==> config.mk <==
export PLATFORM = sky130hd
export DESIGN_NAME = quoted_printable_encoder
export DESIGN_NICKNAME = d
export VERILOG_FILES = /design/src/hw/rtl/qpe_pkg.sv /design/src/hw/rtl/quoted_printable_encoder.sv
export SDC_FILE = /design/constraint.sdc
export NUM_CORES = 1
export LEC_CHECK = 0
export ABC_AREA = 1
export BUFFER_PORTS_ARGS = -buffer_cell sky130_fd_sc_hd__buf_2
export CELL_PAD_IN_SITES_DETAIL_PLACEMENT = 0
export CELL_PAD_IN_SITES_GLOBAL_PLACEMENT = 1
export CORE_MARGIN = 2
export CORE_UTILIZATION = 49
export DETAILED_ROUTE_END_ITERATION = 6
export GPL_TIMING_DRIVEN = 0
export MAX_ROUTING_LAYER = met4
export PLACE_DENSITY = 0.83
export SLEW_MARGIN = 10
export SYNTH_ARGS = -nofsm -noshare
export SYNTH_HDL_FRONTEND = slang
export SYNTH_SLANG_ARGS = --single-unit
==> constraint.sdc <==
create_clock -name clock -period 12.8 [get_ports clock]
set_input_delay 3.2 -clock clock [delete_from_list [all_inputs] [get_ports clock]]
set_output_delay 3.2 -clock clock [all_outputs]
set_load 0.02 [all_outputs]
==> src/hw/rtl/qpe_pkg.sv <==
//------------------------------------------------------------------------------
// qpe_pkg
// Shared types, character codes and helper functions for the Quoted-Printable
// encoder.
//------------------------------------------------------------------------------
`default_nettype none

package qpe_pkg;

   localparam logic [7:0] CHAR_LF    = 8'd10;
   localparam logic [7:0] CHAR_CR    = 8'd13;
   localparam logic [7:0] CHAR_SPACE = 8'd32;
   localparam logic [7:0] CHAR_EQ    = 8'd61;
   localparam logic [7:0] LIMIT_RST  = 8'd76;

   localparam int unsigned MAX_OPS = 3;

   typedef struct packed {
      logic [7:0] data;
      logic       eol;
   } op_type;

   typedef struct packed {
      op_type [MAX_OPS-1:0] ops;
      logic [1:0]           op_count;
      logic                 crlf;
      logic                 last;
   } job_type;

   typedef enum logic [2:0] {
      PH_OP,
      PH_SOFT_CR,
      PH_SOFT_LF,
      PH_BODY,
      PH_ESC_HI,
      PH_ESC_LO,
      PH_CR,
      PH_LF
   } phase_type;

   function automatic job_type push_op(job_type j, logic [7:0] c, logic eol);
      job_type r;
      r = j;
      r.ops[r.op_count] = '{data: c, eol: eol};
      r.op_count = r.op_count + 2'd1;
      return r;
   endfunction

   function automatic logic is_plain(logic [7:0] c, logic eol);
      return (c == CHAR_SPACE && !eol) ||
             (c >= 8'd37 && c <= 8'd60) ||
             (c >= 8'd62 && c <= 8'd63) ||
             (c >= 8'd65 && c <= 8'd90) ||
             (c == 8'd95) ||
             (c >= 8'd97 && c <= 8'd122);
   endfunction

   function automatic logic [7:0] hex_char(logic [3:0] n);
      logic [7:0] r;
      if (n < 4'd10) begin
         r = 8'd48 + {4'd0, n};
      end else begin
         r = 8'd55 + {4'd0, n};
      end
      return r;
   endfunction

endpackage

`default_nettype wire

==> src/hw/rtl/quoted_printable_encoder.sv <==
//------------------------------------------------------------------------------
// quoted_printable_encoder
// Streaming Quoted-Printable encoder with soft line breaks.
//
// Input beats (req_) carry one plain byte and an end-of-input flag. Output
// beats (rsp_) carry one encoded byte each; rsp_run_last marks the final byte
// caused by one input beat. A beat that only fills the lookahead produces no
// output beats. csr_line_limit is written when csr_write_enable is high.
//
// One input beat is turned into a short job (up to three characters to encode
// plus an optional CR LF) in the cycle it is accepted. The emitter sends one
// byte per cycle while the receiver does not stall: a verbatim byte is one
// output byte, an escape three, a soft break three more. The first output
// byte of a job passes through the job register and then the output register.
// A new input beat is taken in the cycle the current job's last byte enters
// the output register, so jobs run back to back.
// Reset clears the lookahead, line count and both valid flags, and restores
// the line limit to 76. When the receiver stalls, the output register holds
// its byte and the emitter and input side stall behind it.
//------------------------------------------------------------------------------
`default_nettype none

module quoted_printable_encoder (
   input  wire logic       clock,
   input  wire logic       reset,
   input  wire logic       csr_write_enable,
   input  wire logic [7:0] csr_line_limit,
   input  wire logic       req_valid,
   output      logic       req_stall,
   input  wire logic [7:0] req_data_byte,
   input  wire logic       req_end_of_input,
   output      logic       rsp_valid,
   input  wire logic       rsp_stall,
   output      logic [7:0] rsp_out_byte,
   output      logic       rsp_run_last
);

   logic [7:0]          line_limit_ff;
   logic [7:0]          line_count_ff, line_count_in;
   logic [7:0]          held_byte_ff, held_byte_in;
   logic                held_valid_ff, held_valid_in;
   logic                cr_pending_ff, cr_pending_in;
   qpe_pkg::job_type    job_ff, job_in;
   logic                job_valid_ff;
   qpe_pkg::phase_type  phase_ff, phase_in;
   logic [1:0]          op_idx_ff, op_idx_in;
   logic                rsp_valid_ff;
   logic [7:0]          rsp_byte_ff, rsp_byte_in;
   logic                rsp_last_ff, rsp_last_in;

   logic                accept;
   logic                advance;
   logic                job_end;
   logic                job_has_out;
   qpe_pkg::op_type     cur_op;
   logic                cur_plain;
   logic                soft_break;
   logic [9:0]          next_count;
   logic [9:0]          limit_now;
   logic                op_done;
   logic                more_ops;

   assign accept  = req_valid && !req_stall;
   assign advance = job_valid_ff && (!rsp_valid_ff || !rsp_stall);

   // build the job for the incoming beat and the new lookahead state
   always_comb begin
      job_in        = '0;
      held_byte_in  = held_byte_ff;
      held_valid_in = held_valid_ff;
      cr_pending_in = cr_pending_ff;
      job_in.last   = req_end_of_input;
      if (cr_pending_ff) begin
         cr_pending_in = 1'b0;
         if (req_data_byte == qpe_pkg::CHAR_LF) begin
            if (held_valid_ff) begin
               job_in = qpe_pkg::push_op(job_in, held_byte_ff, 1'b1);
            end
            held_valid_in = 1'b0;
            job_in.crlf   = 1'b1;
         end else begin
            if (held_valid_ff) begin
               job_in = qpe_pkg::push_op(job_in, held_byte_ff, 1'b0);
            end
            held_byte_in  = qpe_pkg::CHAR_CR;
            held_valid_in = 1'b1;
            if (req_data_byte == qpe_pkg::CHAR_CR) begin
               cr_pending_in = 1'b1;
            end else begin
               job_in = qpe_pkg::push_op(job_in, qpe_pkg::CHAR_CR, 1'b0);
               held_byte_in = req_data_byte;
            end
         end
      end else if (req_data_byte == qpe_pkg::CHAR_CR) begin
         cr_pending_in = 1'b1;
      end else begin
         if (held_valid_ff) begin
            job_in = qpe_pkg::push_op(job_in, held_byte_ff, 1'b0);
         end
         held_byte_in  = req_data_byte;
         held_valid_in = 1'b1;
      end
      if (req_end_of_input) begin
         if (cr_pending_in) begin
            if (held_valid_in) begin
               job_in = qpe_pkg::push_op(job_in, held_byte_in, 1'b0);
            end
            job_in = qpe_pkg::push_op(job_in, qpe_pkg::CHAR_CR, 1'b1);
         end else if (held_valid_in) begin
            job_in = qpe_pkg::push_op(job_in, held_byte_in, 1'b1);
         end
         held_valid_in = 1'b0;
         cr_pending_in = 1'b0;
      end
   end

   assign job_has_out = (job_in.op_count != 2'd0) || job_in.crlf;

   // emitter: one output byte per advance
   assign cur_op     = job_ff.ops[op_idx_ff];
   assign cur_plain  = qpe_pkg::is_plain(cur_op.data, cur_op.eol);
   assign next_count = {2'b00, line_count_ff} + (cur_plain ? 10'd1 : 10'd3);
   assign limit_now  = cur_op.eol ? {2'b00, line_limit_ff}
                                  : {2'b00, line_limit_ff} - 10'd1;
   assign soft_break = $signed(next_count) > $signed(limit_now);
   assign more_ops   = ({1'b0, op_idx_ff} + 3'd1) < {1'b0, job_ff.op_count};

   always_comb begin
      rsp_byte_in   = qpe_pkg::CHAR_EQ;
      phase_in      = phase_ff;
      op_idx_in     = op_idx_ff;
      line_count_in = line_count_ff;
      op_done       = 1'b0;
      job_end       = 1'b0;
      unique case (phase_ff)
         qpe_pkg::PH_OP, qpe_pkg::PH_BODY: begin
            if (phase_ff == qpe_pkg::PH_OP && soft_break) begin
               rsp_byte_in = qpe_pkg::CHAR_EQ;
               phase_in    = qpe_pkg::PH_SOFT_CR;
            end else if (cur_plain) begin
               rsp_byte_in   = cur_op.data;
               line_count_in = line_count_ff + 8'd1;
               op_done       = 1'b1;
            end else begin
               rsp_byte_in = qpe_pkg::CHAR_EQ;
               phase_in    = qpe_pkg::PH_ESC_HI;
            end
         end
         qpe_pkg::PH_SOFT_CR: begin
            rsp_byte_in = qpe_pkg::CHAR_CR;
            phase_in    = qpe_pkg::PH_SOFT_LF;
         end
         qpe_pkg::PH_SOFT_LF: begin
            rsp_byte_in   = qpe_pkg::CHAR_LF;
            line_count_in = '0;
            phase_in      = qpe_pkg::PH_BODY;
         end
         qpe_pkg::PH_ESC_HI: begin
            rsp_byte_in = qpe_pkg::hex_char(cur_op.data[7:4]);
            phase_in    = qpe_pkg::PH_ESC_LO;
         end
         qpe_pkg::PH_ESC_LO: begin
            rsp_byte_in   = qpe_pkg::hex_char(cur_op.data[3:0]);
            line_count_in = line_count_ff + 8'd3;
            op_done       = 1'b1;
         end
         qpe_pkg::PH_CR: begin
            rsp_byte_in = qpe_pkg::CHAR_CR;
            phase_in    = qpe_pkg::PH_LF;
         end
         qpe_pkg::PH_LF: begin
            rsp_byte_in   = qpe_pkg::CHAR_LF;
            line_count_in = '0;
            job_end       = 1'b1;
         end
         default: begin
            job_end = 1'b1;
         end
      endcase
      if (op_done) begin
         if (more_ops) begin
            op_idx_in = op_idx_ff + 2'd1;
            phase_in  = qpe_pkg::PH_OP;
         end else if (job_ff.crlf) begin
            phase_in = qpe_pkg::PH_CR;
         end else begin
            job_end = 1'b1;
         end
      end
      if (job_end && job_ff.last) begin
         line_count_in = '0;
      end
      rsp_last_in = job_end;
   end

   assign req_stall = job_valid_ff && !(advance && job_end);

   always_ff @(posedge clock) begin
      if (reset) begin
         line_limit_ff <= qpe_pkg::LIMIT_RST;
         line_count_ff <= '0;
         held_valid_ff <= 1'b0;
         cr_pending_ff <= 1'b0;
         job_valid_ff  <= 1'b0;
         rsp_valid_ff  <= 1'b0;
         phase_ff      <= qpe_pkg::PH_OP;
         op_idx_ff     <= '0;
      end else begin
         if (csr_write_enable) begin
            line_limit_ff <= csr_line_limit;
         end
         if (accept) begin
            held_valid_ff <= held_valid_in;
            cr_pending_ff <= cr_pending_in;
         end
         if (advance) begin
            rsp_valid_ff  <= 1'b1;
            line_count_ff <= line_count_in;
         end else if (!rsp_stall) begin
            rsp_valid_ff <= 1'b0;
         end
         if (accept && job_has_out) begin
            job_valid_ff <= 1'b1;
            op_idx_ff    <= '0;
            phase_ff     <= (job_in.op_count == 2'd0) ? qpe_pkg::PH_CR : qpe_pkg::PH_OP;
         end else if (advance) begin
            phase_ff  <= phase_in;
            op_idx_ff <= op_idx_in;
            if (job_end) begin
               job_valid_ff <= 1'b0;
            end
         end
      end
   end

   always_ff @(posedge clock) begin
      if (accept) begin
         held_byte_ff <= held_byte_in;
         if (job_has_out) begin
            job_ff <= job_in;
         end
      end
      if (advance) begin
         rsp_byte_ff <= rsp_byte_in;
         rsp_last_ff <= rsp_last_in;
      end
   end

   assign rsp_valid    = rsp_valid_ff;
   assign rsp_out_byte = rsp_byte_ff;
   assign rsp_run_last = rsp_last_ff;

   a_crlf_phase: assert property (@(posedge clock) disable iff (reset)
      job_valid_ff && (phase_ff == qpe_pkg::PH_CR || phase_ff == qpe_pkg::PH_LF)
      |-> job_ff.crlf)
      else $error("CR LF phase in a job without line end");

   a_op_index: assert property (@(posedge clock) disable iff (reset)
      job_valid_ff && !(phase_ff == qpe_pkg::PH_CR || phase_ff == qpe_pkg::PH_LF)
      |-> op_idx_ff < job_ff.op_count)
      else $error("op index beyond job length");

   a_idle_ready: assert property (@(posedge clock) disable iff (reset)
      !job_valid_ff |-> !req_stall)
      else $error("input stalled with no job in flight");

   a_reset_count: assert property (@(posedge clock)
      reset |=> line_count_ff == 8'd0 && !rsp_valid)
      else $error("line count or output valid not cleared by reset");

endmodule

`default_nettype wire
[Word level (Yosys, flattened, before mapping)]
Cells that the tools add are included.
Storage, ports and cells
  word-level logic and storage cells: 181
  input bits: 22
  bits in registers: 73
Operators by class
  magnitude comparators: 19
  bitwise gates (word level): 6
  $add $sub $neg: 13
  reduce and logical (&&, ||, !) cells: 41
  muxes and demuxes: 68
  equality and inequality tests: 14
Operator list (number)
  $mux 31: 12
  $mux 8: 9
  $bwmux 27: 2
  $demux 9 s2: 3
  $pmux 8 s5: 1
  $mux 9: 4
  $add 6x4->7 const A: 4
  $mux 13: 2
  $mux 3: 8
  $pmux 8 s3: 1
  $mux 1: 19
  $and 18x18->18: 1
  $bmux 9 s2: 1
  $not 18->18: 1
  $eq 8x4->1 const B: 2
  $ge 8x6->1 const B: 2
  $ge 8x7->1 const B: 2
  $le 8x6->1 const B: 2
  $le 8x7->1 const B: 2
  $and 15x15->15: 1
  $logic_and 1x1->1: 15
  $not 15->15: 1
  $pmux 3 s5: 1
  $mux 7: 2
  other kinds (33): 63

[Depth between registers and ports, before layout]
Gate-level depths: netlist of run 1.
  depth in word-level cells: 33
  gate-level depth with buffers: 40
  gate-level depth less buffers: 40

[Worst setup path before layout of run 1]
OpenSTA, ideal clock, no wires.
  kind: register to output
  from: register op_idx_ff[0]
  to: output port req_stall
  arrival: 4.141 ns
  stages on the path, launching flop included: 36
  buffers on the path: 1
  setup slack: 5.459 ns
  path through: dfxtp_1 -> inv_2 -> buf_6 -> nand2_1 -> nand2_1 -> a21oi_2 -> inv_1 -> ha_1 -> inv_1 -> nand2_1 -> nand3b_1 -> o21ai_0 -> a21boi_0 -> nand2_1 -> nand4_1 -> inv_2 -> ha_1 -> nand3_1 -> a21oi_1 -> xor2_1 -> ha_1 -> nand2_1 -> nor2_1 -> o21ai_0 -> nand2_1 -> o21ai_0 -> nand2_1 -> nand2_1 -> nand2_1 -> a21boi_1 -> o21ai_4 -> nand2_2 -> nand2_2 -> nand3_2 -> nand2_4 -> inv_1
Between the ends
  cells in the longest elaborated chain, start to end: 19
  elaborated cells on any way between the ends: 38
  those cells by class: 2 x add/sub; 10 x order compare; 2 x eq/ne; 9 x mux; 15 x reduce/logical
RTL lines
  from (decl): RTL line quoted_printable_encoder.sv:46  | logic [1:0] op_idx_ff, op_idx_in;
  from (signal assigned): RTL line quoted_printable_encoder.sv:228  | op_idx_ff <= op_idx_in;
  $bmux 9 s2: RTL line quoted_printable_encoder.sv:120  | assign cur_op = job_ff.ops[op_idx_ff];
  $mux 9 (not written as such): RTL line quoted_printable_encoder.sv:120
  $ge 8x6->1 (tied with other cells): RTL line qpe_pkg.sv:51  | (c >= 8'd37 && c <= 8'd60) ||
  $logic_and 1x1->1, on equally long branches: RTL line qpe_pkg.sv:51, qpe_pkg.sv:50
  $logic_or 1x1->1: RTL line qpe_pkg.sv:50  | return (c == CHAR_SPACE && !eol) ||
  $logic_or 1x1->1: RTL line qpe_pkg.sv:51
  $logic_or 1x1->1: RTL line qpe_pkg.sv:52  | (c >= 8'd62 && c <= 8'd63) ||
  $logic_or 1x1->1: RTL line qpe_pkg.sv:53  | (c >= 8'd65 && c <= 8'd90) ||
  [3 not listed]
  $gt 10x10->1: RTL line quoted_printable_encoder.sv:125  | assign soft_break = $signed(next_count) > $signed(limit_now);
  $logic_and 1x1->1: RTL line quoted_printable_encoder.sv:137  | if (phase_ff == qpe_pkg::PH_OP && soft_break) begin
  $mux 1: RTL line quoted_printable_encoder.sv:137
  $pmux 1 s2: RTL line quoted_printable_encoder.sv:135  | unique case (phase_ff)
  $mux 1 (*): RTL line quoted_printable_encoder.sv:180  | if (op_done) begin
  $logic_and 1x1->1 (*): RTL line quoted_printable_encoder.sv:196  | assign req_stall = job_valid_ff && !(advance && job_end);
  $logic_not 1->1 (*): RTL line quoted_printable_encoder.sv:196
  $logic_and 1x1->1 (*): RTL line quoted_printable_encoder.sv:196
  to (decl): RTL line quoted_printable_encoder.sv:29  | output logic req_stall,
Mark *: on every way between the ends. The rest lies on a longest branch, timed or not. The select of a mux whose other input is x is not followed.

[Final worst setup path of run 1]
Same ends and word-level chain as after synthesis.

==> results.cfg, run 1 <==
[run_status]
outcome = finished clean

[timing]
fin_crit_sh_pct = 67.57
final_skew_ps = 11.13
final-hold-violation-count = 0
tightest_slew_ps = 1191
fin_ws_ps = 4151
grt_setup_unrepaired = no
period_needed_ps = 8649
report.final.setup_viol = 0
timing.max_slew.rel_slack_pct = 20.49
fmax_mhz = 115.6
pins_over_their_slew_limit = 0
totalNegativeSetupSlack_ps = 0

[synthesis]
postSynthAreaPerCell_sq_um = 7.667
postSynthNetCount = 698
mapped_area_sq_um = 4937
ys_seq_area_share_pct = 39.33
synth_cell_type_count = 48
synth_edf_count = 48
ffs_w_async_s_r_synth_pct = 0
synth_ff_type = sky130_fd_sc_hd__edfxtp_1
post_synthesis_instance_total = 644
yosys-top-cells-area = sky130_fd_sc_hd__edfxtp_1 29%, sky130_fd_sc_hd__dfxtp_1 10%, sky130_fd_sc_hd__nand2_1 9.7%
ys_seq_elements = 73
yosys.area.top_type_share_pct = 29.19
synth-warning-count = 0
largest_area_contributor_in_the_synthesized_netlist = sky130_fd_sc_hd__edfxtp_1

[power_and_ir_drop]
vdd.ir_drop.worst_v = 0.00005269
leakage_nw = 2.489
power.density_cell_area_nw_per_um2 = 133.7

[grt]
grt_peak_use_layer = met2
global_route_track_usage_on_met1_pct = 28.82
grt.met3_usage_pct = 2.757
antenna_found_initial = 0
globalRouteMet2Util_pct = 35.29
globalRoute.totalOverflow = 0
largest_net_degree_at_the_start_of_global_routing = 33
grt_first_pass_wirelength_um = 19000
grt_use_total_pct = 21.97
via_count_of_the_first_global_routing_pass = 4048

[critical_path]
r2r_slack_ps = 6580
crit_path_frequent_cell = sky130_fd_sc_hd__nand2_1
cp.arrival_ps = 5450
startpoint_type = flop
worst-path-max-fanout = 10
slowest_stage = sky130_fd_sc_hd__dfxtp_1
timing.setup.critical_path_class = flop to output port
cp.required_ps = 9600
critical-path-max-stage-delay_ps = 450
worst_setup_path_end_kind = output port

[clock_network]
cts-hold-fix-buffers = 0
postCtsSetupRepairBufs = 0
clk_pin_slew_worst_paths_ps = 80
cts.path.max_buffers = 2
clk_root_buffer_cell = sky130_fd_sc_hd__clkbuf_8
clkSinkCount = 73
cts-htree-levels = 3
cts_tree = done
cts_buffers = 9
clk_latency_ps = 350
postCtsResizedCells = 0

[drt]
antenna_left = 0
via_count = 4266
viasPerCell = 5.177
drtIter0Drc = 154
wire_per_inst_um = 13.63
detailedRoute.firstPassIterationCount = 4
wl_um = 11230
drcViolationCount = 0

[hold_path]
hold_path_class = flop to flop

[placed_design]
gp_congestion = 0.9021
portBuffers = 31
post-place-cells = 808
place.detailed.hpwl_um = 8767
pre_cts_ws_ps = 4525

[final_layout]
final_layout_size_suffix_gt1_share_pct = 11.72
layout_stage_area_growth_over_the_synthesis_result_pct = 11.43
finalNonFillerCells = 824
mostFrequentLayoutCells = 127 x sky130_fd_sc_hd__nand2_1, 95 x sky130_fd_sc_hd__inv_1, 69 x sky130_fd_sc_hd__nor2_1
mostFrequentLayoutCell = sky130_fd_sc_hd__nand2_1
design.final.nets = 740
number_of_diodes_added_for_antenna_fixing = 0
final_core_area_utilization_pct = 56.29

[job]
drv_cap = 0

[floorplan]
placement_rows = 36
die_width_um = 104.4
initial_core_util_pct = 50.51
dieHeight_um = 104.4
ioPinCount = 33
dieArea_sq_um = 10900
core_area_sq_um = 9774
## synthesized netlist by cell type (9+ instances only)
library cell               number
sky130_fd_sc_hd__nor3_1         9
sky130_fd_sc_hd__nand2_1      127
sky130_fd_sc_hd__clkbuf_1       9
sky130_fd_sc_hd__nand3_1       34
sky130_fd_sc_hd__nand2_2       16
sky130_fd_sc_hd__dfxtp_1       25
sky130_fd_sc_hd__edfxtp_1      48
sky130_fd_sc_hd__o21ai_0       45
sky130_fd_sc_hd__ha_1          29
sky130_fd_sc_hd__nand4_1       11
sky130_fd_sc_hd__inv_1         95
sky130_fd_sc_hd__nor2_1        69
sky130_fd_sc_hd__xor2_1        15
sky130_fd_sc_hd__a21oi_1       48
## power breakdown
part / switching [mW] / leakage [nW] / internal, mW / total [mW]
Combinational: 0.147 / 1.71 / 0.0691 / 0.216
Sequential: 0.0105 / 0.665 / 0.283 / 0.294
Clock: 0.0958 / 0.117 / 0.130 / 0.225
## cell families after synthesis
family,synth area share (%)
flip-flops,39.33
adder cells (fa/ha/maj),8.566
buffers and inverters,8.945
AO/OA/AOI/OAI,14.47
other,0.07595
AND/OR/NAND/NOR,25.42
XOR/XNOR,3.193
## final timing paths
path	end	cells after the start	from
worst max-delay path	req_stall	36	op_idx_ff[0]
worst min-delay path	line_limit_ff[6]	2	line_limit_ff[6]
worst max register to register	job_ff[4]	35	op_idx_ff[0]
worst min register to register	line_limit_ff[6]	2	line_limit_ff[6]
## metal layers
| layer | part of all wire (%) | vias to the layer above |
|---|---|---|
| met2 | 47 | 84 |
| met4 | 1.0 | 0 |
| met3 | 3.2 | 14 |
| met5 | 0 | - |
| li1 | - | 2216 |
| met1 | 49 | 1952 |
## critical path: cells and delay by family, from the launching register on
| kind | cells | cell delay (ps) |
|---|---|---|
| and+or+nand+nor | 17 | 1600 |
| AOI/OAI and AO/OA | 8 | 1250 |
| buffers and inverters | 7 | 850 |
| adders and majority gates | 3 | 800 |
| DFF | 1 | 450 |
| xor gates and xnor gates | 1 | 160 |
## per-stage QoR
step	hold WS [ps]	cell area [sq um]	power, mW
final	518.9	5502	0.7357
after global placement	487.6	5259	0.5090
after CTS	509.9	5502	0.7395
after detailed placement	497.7	5259	0.5140
after global routing	557.5	5502	0.7839
after floorplan	461.4	4937	0.4600
## flip-flops by register name, summed over array words and instances, names as in the netlist
register and count:
phase_ff 3, cr_pending_ff 1, job_ff 31, rsp_out_byte 8, op_idx_ff 2, rsp_run_last 1
rsp_valid 1, line_limit_ff 8, line_count_ff 8, held_valid_ff 1, held_byte_ff 8, job_valid_ff 1
## cell type report
cell class              instances  area [sq um]
fillers                       964          4273
multi-input cells             456          2554
flip-flops and latches         73          1942
inverters                     103         386.6
well taps                     133         166.4
repair buffers                 31         155.1
clock buffers                   9         123.9
clock inverters                 7         118.9
plain buffers                  12         55.05
Note: power is estimated with default switching activity, not from simulation.
==> inputs of run 2 (changes only) <==
- ABC_AREA: 1 -> 0
- CORE_UTILIZATION: 49 -> 48
- PLACE_DENSITY: 0.83 -> 0.78
- clock period: 12.8 -> 8.81 ns (I/O delays scaled with it)
==> results.cfg, run 2 <==
[run_status]
outcome = finished clean

[grt]
largest_net_degree_at_the_start_of_global_routing = 29
globalRoute.totalOverflow = 0
grt_use_total_pct = 22.43
grt_first_pass_wirelength_um = 19580
via_count_of_the_first_global_routing_pass = 4005
antenna_found_initial = 0

[hold_path]
hp-start = job_valid_ff
worst_hold_path.endpoint = rsp_valid
timing.hold.worst_path_depth = 2
hold_path_class = flop to flop

[synthesis]
mapped_area_sq_um = 5076
ys_seq_elements = 73
synth_ff_type = sky130_fd_sc_hd__edfxtp_1
post_synthesis_instance_total = 535
cell_with_the_most_instances_after_synthesis = sky130_fd_sc_hd__nor2_1
ys_seq_area_share_pct = 38.25
post_synth_most_frequent_cells = 57 x sky130_fd_sc_hd__nor2_1, 48 x sky130_fd_sc_hd__edfxtp_1, 40 x sky130_fd_sc_hd__a21oi_1
yosys.area.top_type_share_pct = 28.40
yosys-top-cells-area = sky130_fd_sc_hd__edfxtp_1 28%, sky130_fd_sc_hd__dfxtp_1 9.9%, sky130_fd_sc_hd__ha_1 7.1%
largest_area_contributor_in_the_synthesized_netlist = sky130_fd_sc_hd__edfxtp_1
ffs_w_async_s_r_synth_pct = 0
synth_edf_count = 48
synth-warning-count = 0
postSynthNetCount = 589
synth_cell_type_count = 78
postSynthAreaPerCell_sq_um = 9.488

[critical_path]
timing.setup.critical_path_class = flop to output port
startpoint_type = flop
cp-startpoint = op_idx_ff[0]
worst-r2r-cell-count = 24
r2r_slack_ps = 2380
worst-path-max-fanout = 10
cp.required_ps = 6610
critical_path.reg2reg.endpoint = held_byte_ff[4]
cp.arrival_ps = 6180
r2r_start = op_idx_ff[0]
worst_setup_path_end_kind = output port

[final_layout]
finalNonFillerCells = 720
design.final.nets = 633
top_register = job_ff
mostFrequentLayoutCells = 57 x sky130_fd_sc_hd__nor2_1, 48 x sky130_fd_sc_hd__edfxtp_1, 40 x sky130_fd_sc_hd__a21oi_1
number_of_diodes_added_for_antenna_fixing = 0
final_core_area_utilization_pct = 54.69
final_layout_size_suffix_gt1_share_pct = 15.07
final_cell_area_sq_um = 5620
layout_stage_area_growth_over_the_synthesis_result_pct = 10.72
mostFrequentLayoutCell = sky130_fd_sc_hd__nor2_1
max_reg_flops = 31

[drt]
wire_per_inst_um = 16.33
antenna_left = 0
detailedRoute.firstPassIterationCount = 4
wl_um = 11750
drtIter0Drc = 188
viasPerCell = 5.675
drcViolationCount = 0
via_count = 4086

[clock_network]
cts_buffers = 9
postCtsResizedCells = 0
cts-hold-fix-buffers = 0
postCtsSetupRepairBufs = 0
clk_latency_ps = 340
clkSinkCount = 73
clk_pin_slew_worst_paths_ps = 80
cts-htree-levels = 3
cts.path.max_buffers = 2
cts_tree = done
clk_root_buffer_cell = sky130_fd_sc_hd__clkbuf_8

[placed_design]
dp_area_sq_um = 5438
place.detailed.hpwl_um = 9322
pre_cts_ws_ps = 758.2
portBuffers = 32
post-place-cells = 704
gp_congestion = 0.9045

[floorplan]
ioPinCount = 33
initial_core_util_pct = 49.39
core_area_sq_um = 10280
die_width_um = 106.8
dieArea_sq_um = 11410
dieHeight_um = 106.8
placement_rows = 37

[power_and_ir_drop]
power.share.combinational_pct = 31.6
power_frac_clock_pct = 24.4
vdd.ir_drop.worst_v = 0.0001181
power.density_cell_area_nw_per_um2 = 172.4
p_sw_share_pct = 35.38
power.internal_mw = 0.6262
leakage_nw = 2.137
power.switching_mw = 0.3428
power.share.sequential_pct = 44.0

[timing]
period_needed_ps = 8382
fin_crit_sh_pct = 95.14
pins_over_their_slew_limit = 0
report.final.setup_viol = 0
timing.max_slew.rel_slack_pct = 46.38
grt_setup_unrepaired = no
totalNegativeSetupSlack_ps = 0
fin_ws_ps = 428.3
final-hold-violation-count = 0
fmax_mhz = 119.3
final_skew_ps = 9.098
tightest_slew_ps = 797.5

[job]
drv_cap = 0
==> run 2: power by group through the flow <==
stage | clock network, mW | logic, mW | registers, mW
global placement | 0 | 0.295 | 0.435
floorplan | 0 | 0.217 | 0.439
finish | 0.237 | 0.306 | 0.426
CTS | 0.243 | 0.304 | 0.426
detailed placement | 0 | 0.302 | 0.434
global route | 0.256 | 0.341 | 0.430
==> run 2: worst max-delay path by stage <==
stage,endpoint,slack (ps)
final,req_stall,430
after CTS,req_stall,340
after global placement,phase_ff[2],360
after floorplan,phase_ff[2],1410
after global routing,req_stall,2
after detailed placement,req_stall,760
==> run 2: logic make-up (layout without fill, tap and decap cells) <==
group,Yosys count,after routing,share of synthesized area [%]
buf+inv,52,101,4.609
xor+xnor,19,19,3.278
flops,73,73,38.25
simple gates,181,181,18.17
mux,19,19,4.338
other cells,1,1,0.07388
compound gates,158,158,22.95
fa+ha+maj,32,32,8.331
==> run 2: stage by stage <==
step,hold WS (ps),total power [mW]
final,503.4,0.9690
after CTS,506.4,0.9736
after floorplan,472.5,0.6560
after global routing,528.3,1.027
after detailed placement,499.7,0.7367
after global placement,498.1,0.7299
==> run 2: worst max-delay path, stage by stage, from the launching register on <==
cell	delay, ps
sky130_fd_sc_hd__dfxtp_1	410
sky130_fd_sc_hd__buf_6	160
sky130_fd_sc_hd__mux2i_1	230
sky130_fd_sc_hd__a2bb2oi_2	460
sky130_fd_sc_hd__inv_1	210
sky130_fd_sc_hd__ha_1	310
sky130_fd_sc_hd__inv_1	110
sky130_fd_sc_hd__a211oi_1	50
sky130_fd_sc_hd__a2bb2oi_1	150
sky130_fd_sc_hd__o22ai_1	510
sky130_fd_sc_hd__nor3_2	160
sky130_fd_sc_hd__ha_1	310
sky130_fd_sc_hd__a21oi_1	60
sky130_fd_sc_hd__nor2b_1	230
sky130_fd_sc_hd__nand3_1	120
sky130_fd_sc_hd__xnor2_1	160
sky130_fd_sc_hd__ha_1	330
sky130_fd_sc_hd__a211oi_1	300
sky130_fd_sc_hd__a41oi_1	210
sky130_fd_sc_hd__o31ai_1	330
sky130_fd_sc_hd__and2_1	210
sky130_fd_sc_hd__o31a_1	130
sky130_fd_sc_hd__buf_2	240
sky130_fd_sc_hd__a31o_4	260
sky130_fd_sc_hd__inv_2	40
sky130_fd_sc_hd__buf_2	150
==> run 2: area by class of cell <==
| cell class | instances | area [sq um] |
|---|---|---|
| plain buffers | 23 | 125.1 |
| clock buffers | 9 | 123.9 |
| clock inverters | 7 | 53.80 |
| fillers | 988 | 4657 |
| inverters | 29 | 108.9 |
| multi-input cells | 410 | 2917 |
| flip-flops and latches | 73 | 1942 |
| well taps | 136 | 170.2 |
| repair buffers | 33 | 180.2 |
==> run 2: metal layers <==
layer / wire, um / global-route usage, % / up-vias
met5: 0 / - / -
met4: 146 / 8.256 / 0
met3: 459 / 2.918 / 12
met2: 5870 / 37.99 / 89
met1: 5277 / 27.57 / 1908
li1: - / - / 2077
==> inputs of run 3 (changes only) <==
- TNS_END_PERCENT: default -> 10
- clock period: 8.81 -> 8.1 ns (I/O delays scaled with it)
==> results.cfg, run 3 (synthesis results as in run 2) <==
[final_layout]
fill_count = 978
mostFrequentLayoutCell = sky130_fd_sc_hd__nor2_1
final_layout_size_suffix_gt1_share_pct = 16.44
mostFrequentLayoutCells = 57 x sky130_fd_sc_hd__nor2_1, 48 x sky130_fd_sc_hd__edfxtp_1, 40 x sky130_fd_sc_hd__a21oi_1
finalNonFillerCells = 726
final_cell_area_sq_um = 5708
layout_stage_area_growth_over_the_synthesis_result_pct = 12.45
number_of_diodes_added_for_antenna_fixing = 0
top_register = job_ff
design.final.nets = 639
max_reg_flops = 31

[critical_path]
r2r_slack_ps = 2130
timing.setup.critical_path_class = flop to output port
critical_path.reg2reg.endpoint = held_byte_ff[7]
cp.required_ps = 6080
worst_setup_path_end_kind = output port
slowest_stage = sky130_fd_sc_hd__dfxtp_1
critical-path-max-stage-delay_ps = 420
buf_inv_on_cp = 6
critPathTopFamily = compound AO/OA/AOI/OAI gates
cp.arrival_ps = 5720
worst-r2r-cell-count = 25
startpoint_type = flop
r2r_start = op_idx_ff[0]
worst-path-max-fanout = 10

[timing]
fin_crit_sh_pct = 95.63
final-hold-violation-count = 0
period_needed_ps = 7746
report.final.setup_viol = 0
pins_over_their_slew_limit = 0
fmax_mhz = 129.1
tightest_slew_ps = 799.5
final_skew_ps = 9.335
timing.max_slew.rel_slack_pct = 46.25

[grt]
via_count_of_the_first_global_routing_pass = 4013
grt_first_pass_wirelength_um = 19610
largest_net_degree_at_the_start_of_global_routing = 29
grt_use_total_pct = 22.47
globalRoute.totalOverflow = 0
antenna_found_initial = 0

[clock_network]
cts_buffers = 9
clk_root_buffer_cell = sky130_fd_sc_hd__clkbuf_8
clk_latency_ps = 350
clk_pin_slew_worst_paths_ps = 80
cts-hold-fix-buffers = 0
clkSinkCount = 73
cts-htree-levels = 3
cts_tree = done
cts.path.max_buffers = 2

[hold_path]
worst_hold_path.endpoint = rsp_valid
timing.hold.worst_path_depth = 2
hp-start = job_valid_ff
hold_path_class = flop to flop

[drt]
wire_per_inst_um = 16.25
viasPerCell = 5.683
detailedRoute.firstPassIterationCount = 5
drcViolationCount = 0
antenna_left = 0
via_count = 4126
drtIter0Drc = 188
wl_um = 11790

[floorplan]
dieHeight_um = 106.8
initial_core_util_pct = 49.39
core_area_sq_um = 10280
ioPinCount = 33
dieArea_sq_um = 11410
placement_rows = 37
die_width_um = 106.8

[power_and_ir_drop]
power.density_cell_area_nw_per_um2 = 187.3
vdd.ir_drop.worst_v = 0.0001296
leakage_nw = 2.175

[placed_design]
post-place-cells = 704
dp_area_sq_um = 5438
place.detailed.hpwl_um = 9322
gp_congestion = 0.9045
portBuffers = 32

[run_status]
outcome = finished clean

[job]
drv_cap = 0
==> run 3: worst register-to-register path: stages (launching register included) <==
cell and delay [ps]:
sky130_fd_sc_hd__dfxtp_1 420, sky130_fd_sc_hd__buf_6 170, sky130_fd_sc_hd__buf_8 160, sky130_fd_sc_hd__mux2i_2 280, sky130_fd_sc_hd__a2bb2oi_4 250, sky130_fd_sc_hd__ha_2 250, sky130_fd_sc_hd__nor2b_1 170, sky130_fd_sc_hd__o21ai_0 100
sky130_fd_sc_hd__o21ai_1 210, sky130_fd_sc_hd__a2111oi_4 100, sky130_fd_sc_hd__buf_4 190, sky130_fd_sc_hd__nor3_4 240, sky130_fd_sc_hd__ha_1 270, sky130_fd_sc_hd__a21oi_1 170, sky130_fd_sc_hd__nor2b_2 80, sky130_fd_sc_hd__nand3_1 90
sky130_fd_sc_hd__xnor2_1 130, sky130_fd_sc_hd__ha_1 280, sky130_fd_sc_hd__a211oi_1 300, sky130_fd_sc_hd__a41oi_1 210, sky130_fd_sc_hd__o31ai_1 310, sky130_fd_sc_hd__and2_1 200, sky130_fd_sc_hd__o31a_1 130, sky130_fd_sc_hd__clkbuf_4 210
sky130_fd_sc_hd__a31o_4 240, sky130_fd_sc_hd__and2_1 430
==> run 3: worst max path at each step <==
stage,depth (start not counted),startpoint,end
2_1_floorplan,17,req_data_byte[4],phase_ff[2]
3_3_place_gp,18,req_data_byte[4],phase_ff[2]
3_5_place_dp,25,op_idx_ff[0],req_stall
4_1_cts,25,op_idx_ff[0],req_stall
5_1_grt,26,op_idx_ff[0],req_stall
6_report,27,op_idx_ff[0],req_stall
==> run 3: what timing repair did <==
action	4_1_cts	5_1_grt
pin swaps	0	5
setup buffers	0	6
endpoints found under the hold margin	0	0
setup endpoints to repair	1	1
gates cloned	0	0
resized for setup	3	5
==> run 3: layout make-up <==
cell class                 count  area, sq um  share of cell area [%]
clock buffer                   9        123.9                   2.170
sequential                    73         1942                   34.02
multi-input combinational    410         2957                   51.80
tap                          136        170.2                   2.981
inverter                      29        108.9                   1.907
buffer                        23        127.6                   2.236
clock inverter                 7        53.80                  0.9426
timing repair buffer          39        225.2                   3.946
==> run 3: report_power, final <==
part | switching [mW] | internal (mW)
Clock | 0.146 | 0.113
Combinational | 0.211 | 0.135
Sequential | 0.0208 | 0.443
==> run 3: per-layer routing <==
metal,GRT usage (%),wire (um),vias up
met3,2.918,371,19
li1,-,-,2083
met1,27.65,5344,1930
met2,38.03,5892,94
met4,8.256,185,0
met5,-,0,-
==> run 3: metrics by stage <==
| step | setup TNS (ps) | setup slack [ps] | power (mW) | util (%) | hold slack [ps] |
|---|---|---|---|---|---|
| final | 0 | 353.7 | 1.069 | 55.54 | 503.2 |
| after global routing | -15.32 | -15.32 | 1.131 | 55.54 | 528.3 |
| after CTS | 0 | 1.435 | 1.062 | 54.86 | 506.4 |
| after detailed placement | 0 | 225.7 | 0.8013 | 52.91 | 499.7 |
| after global placement | -3613 | -173.1 | 0.7938 | 52.61 | 498.1 |
| after floorplan | 0 | 882.5 | 0.7135 | - | 472.5 |
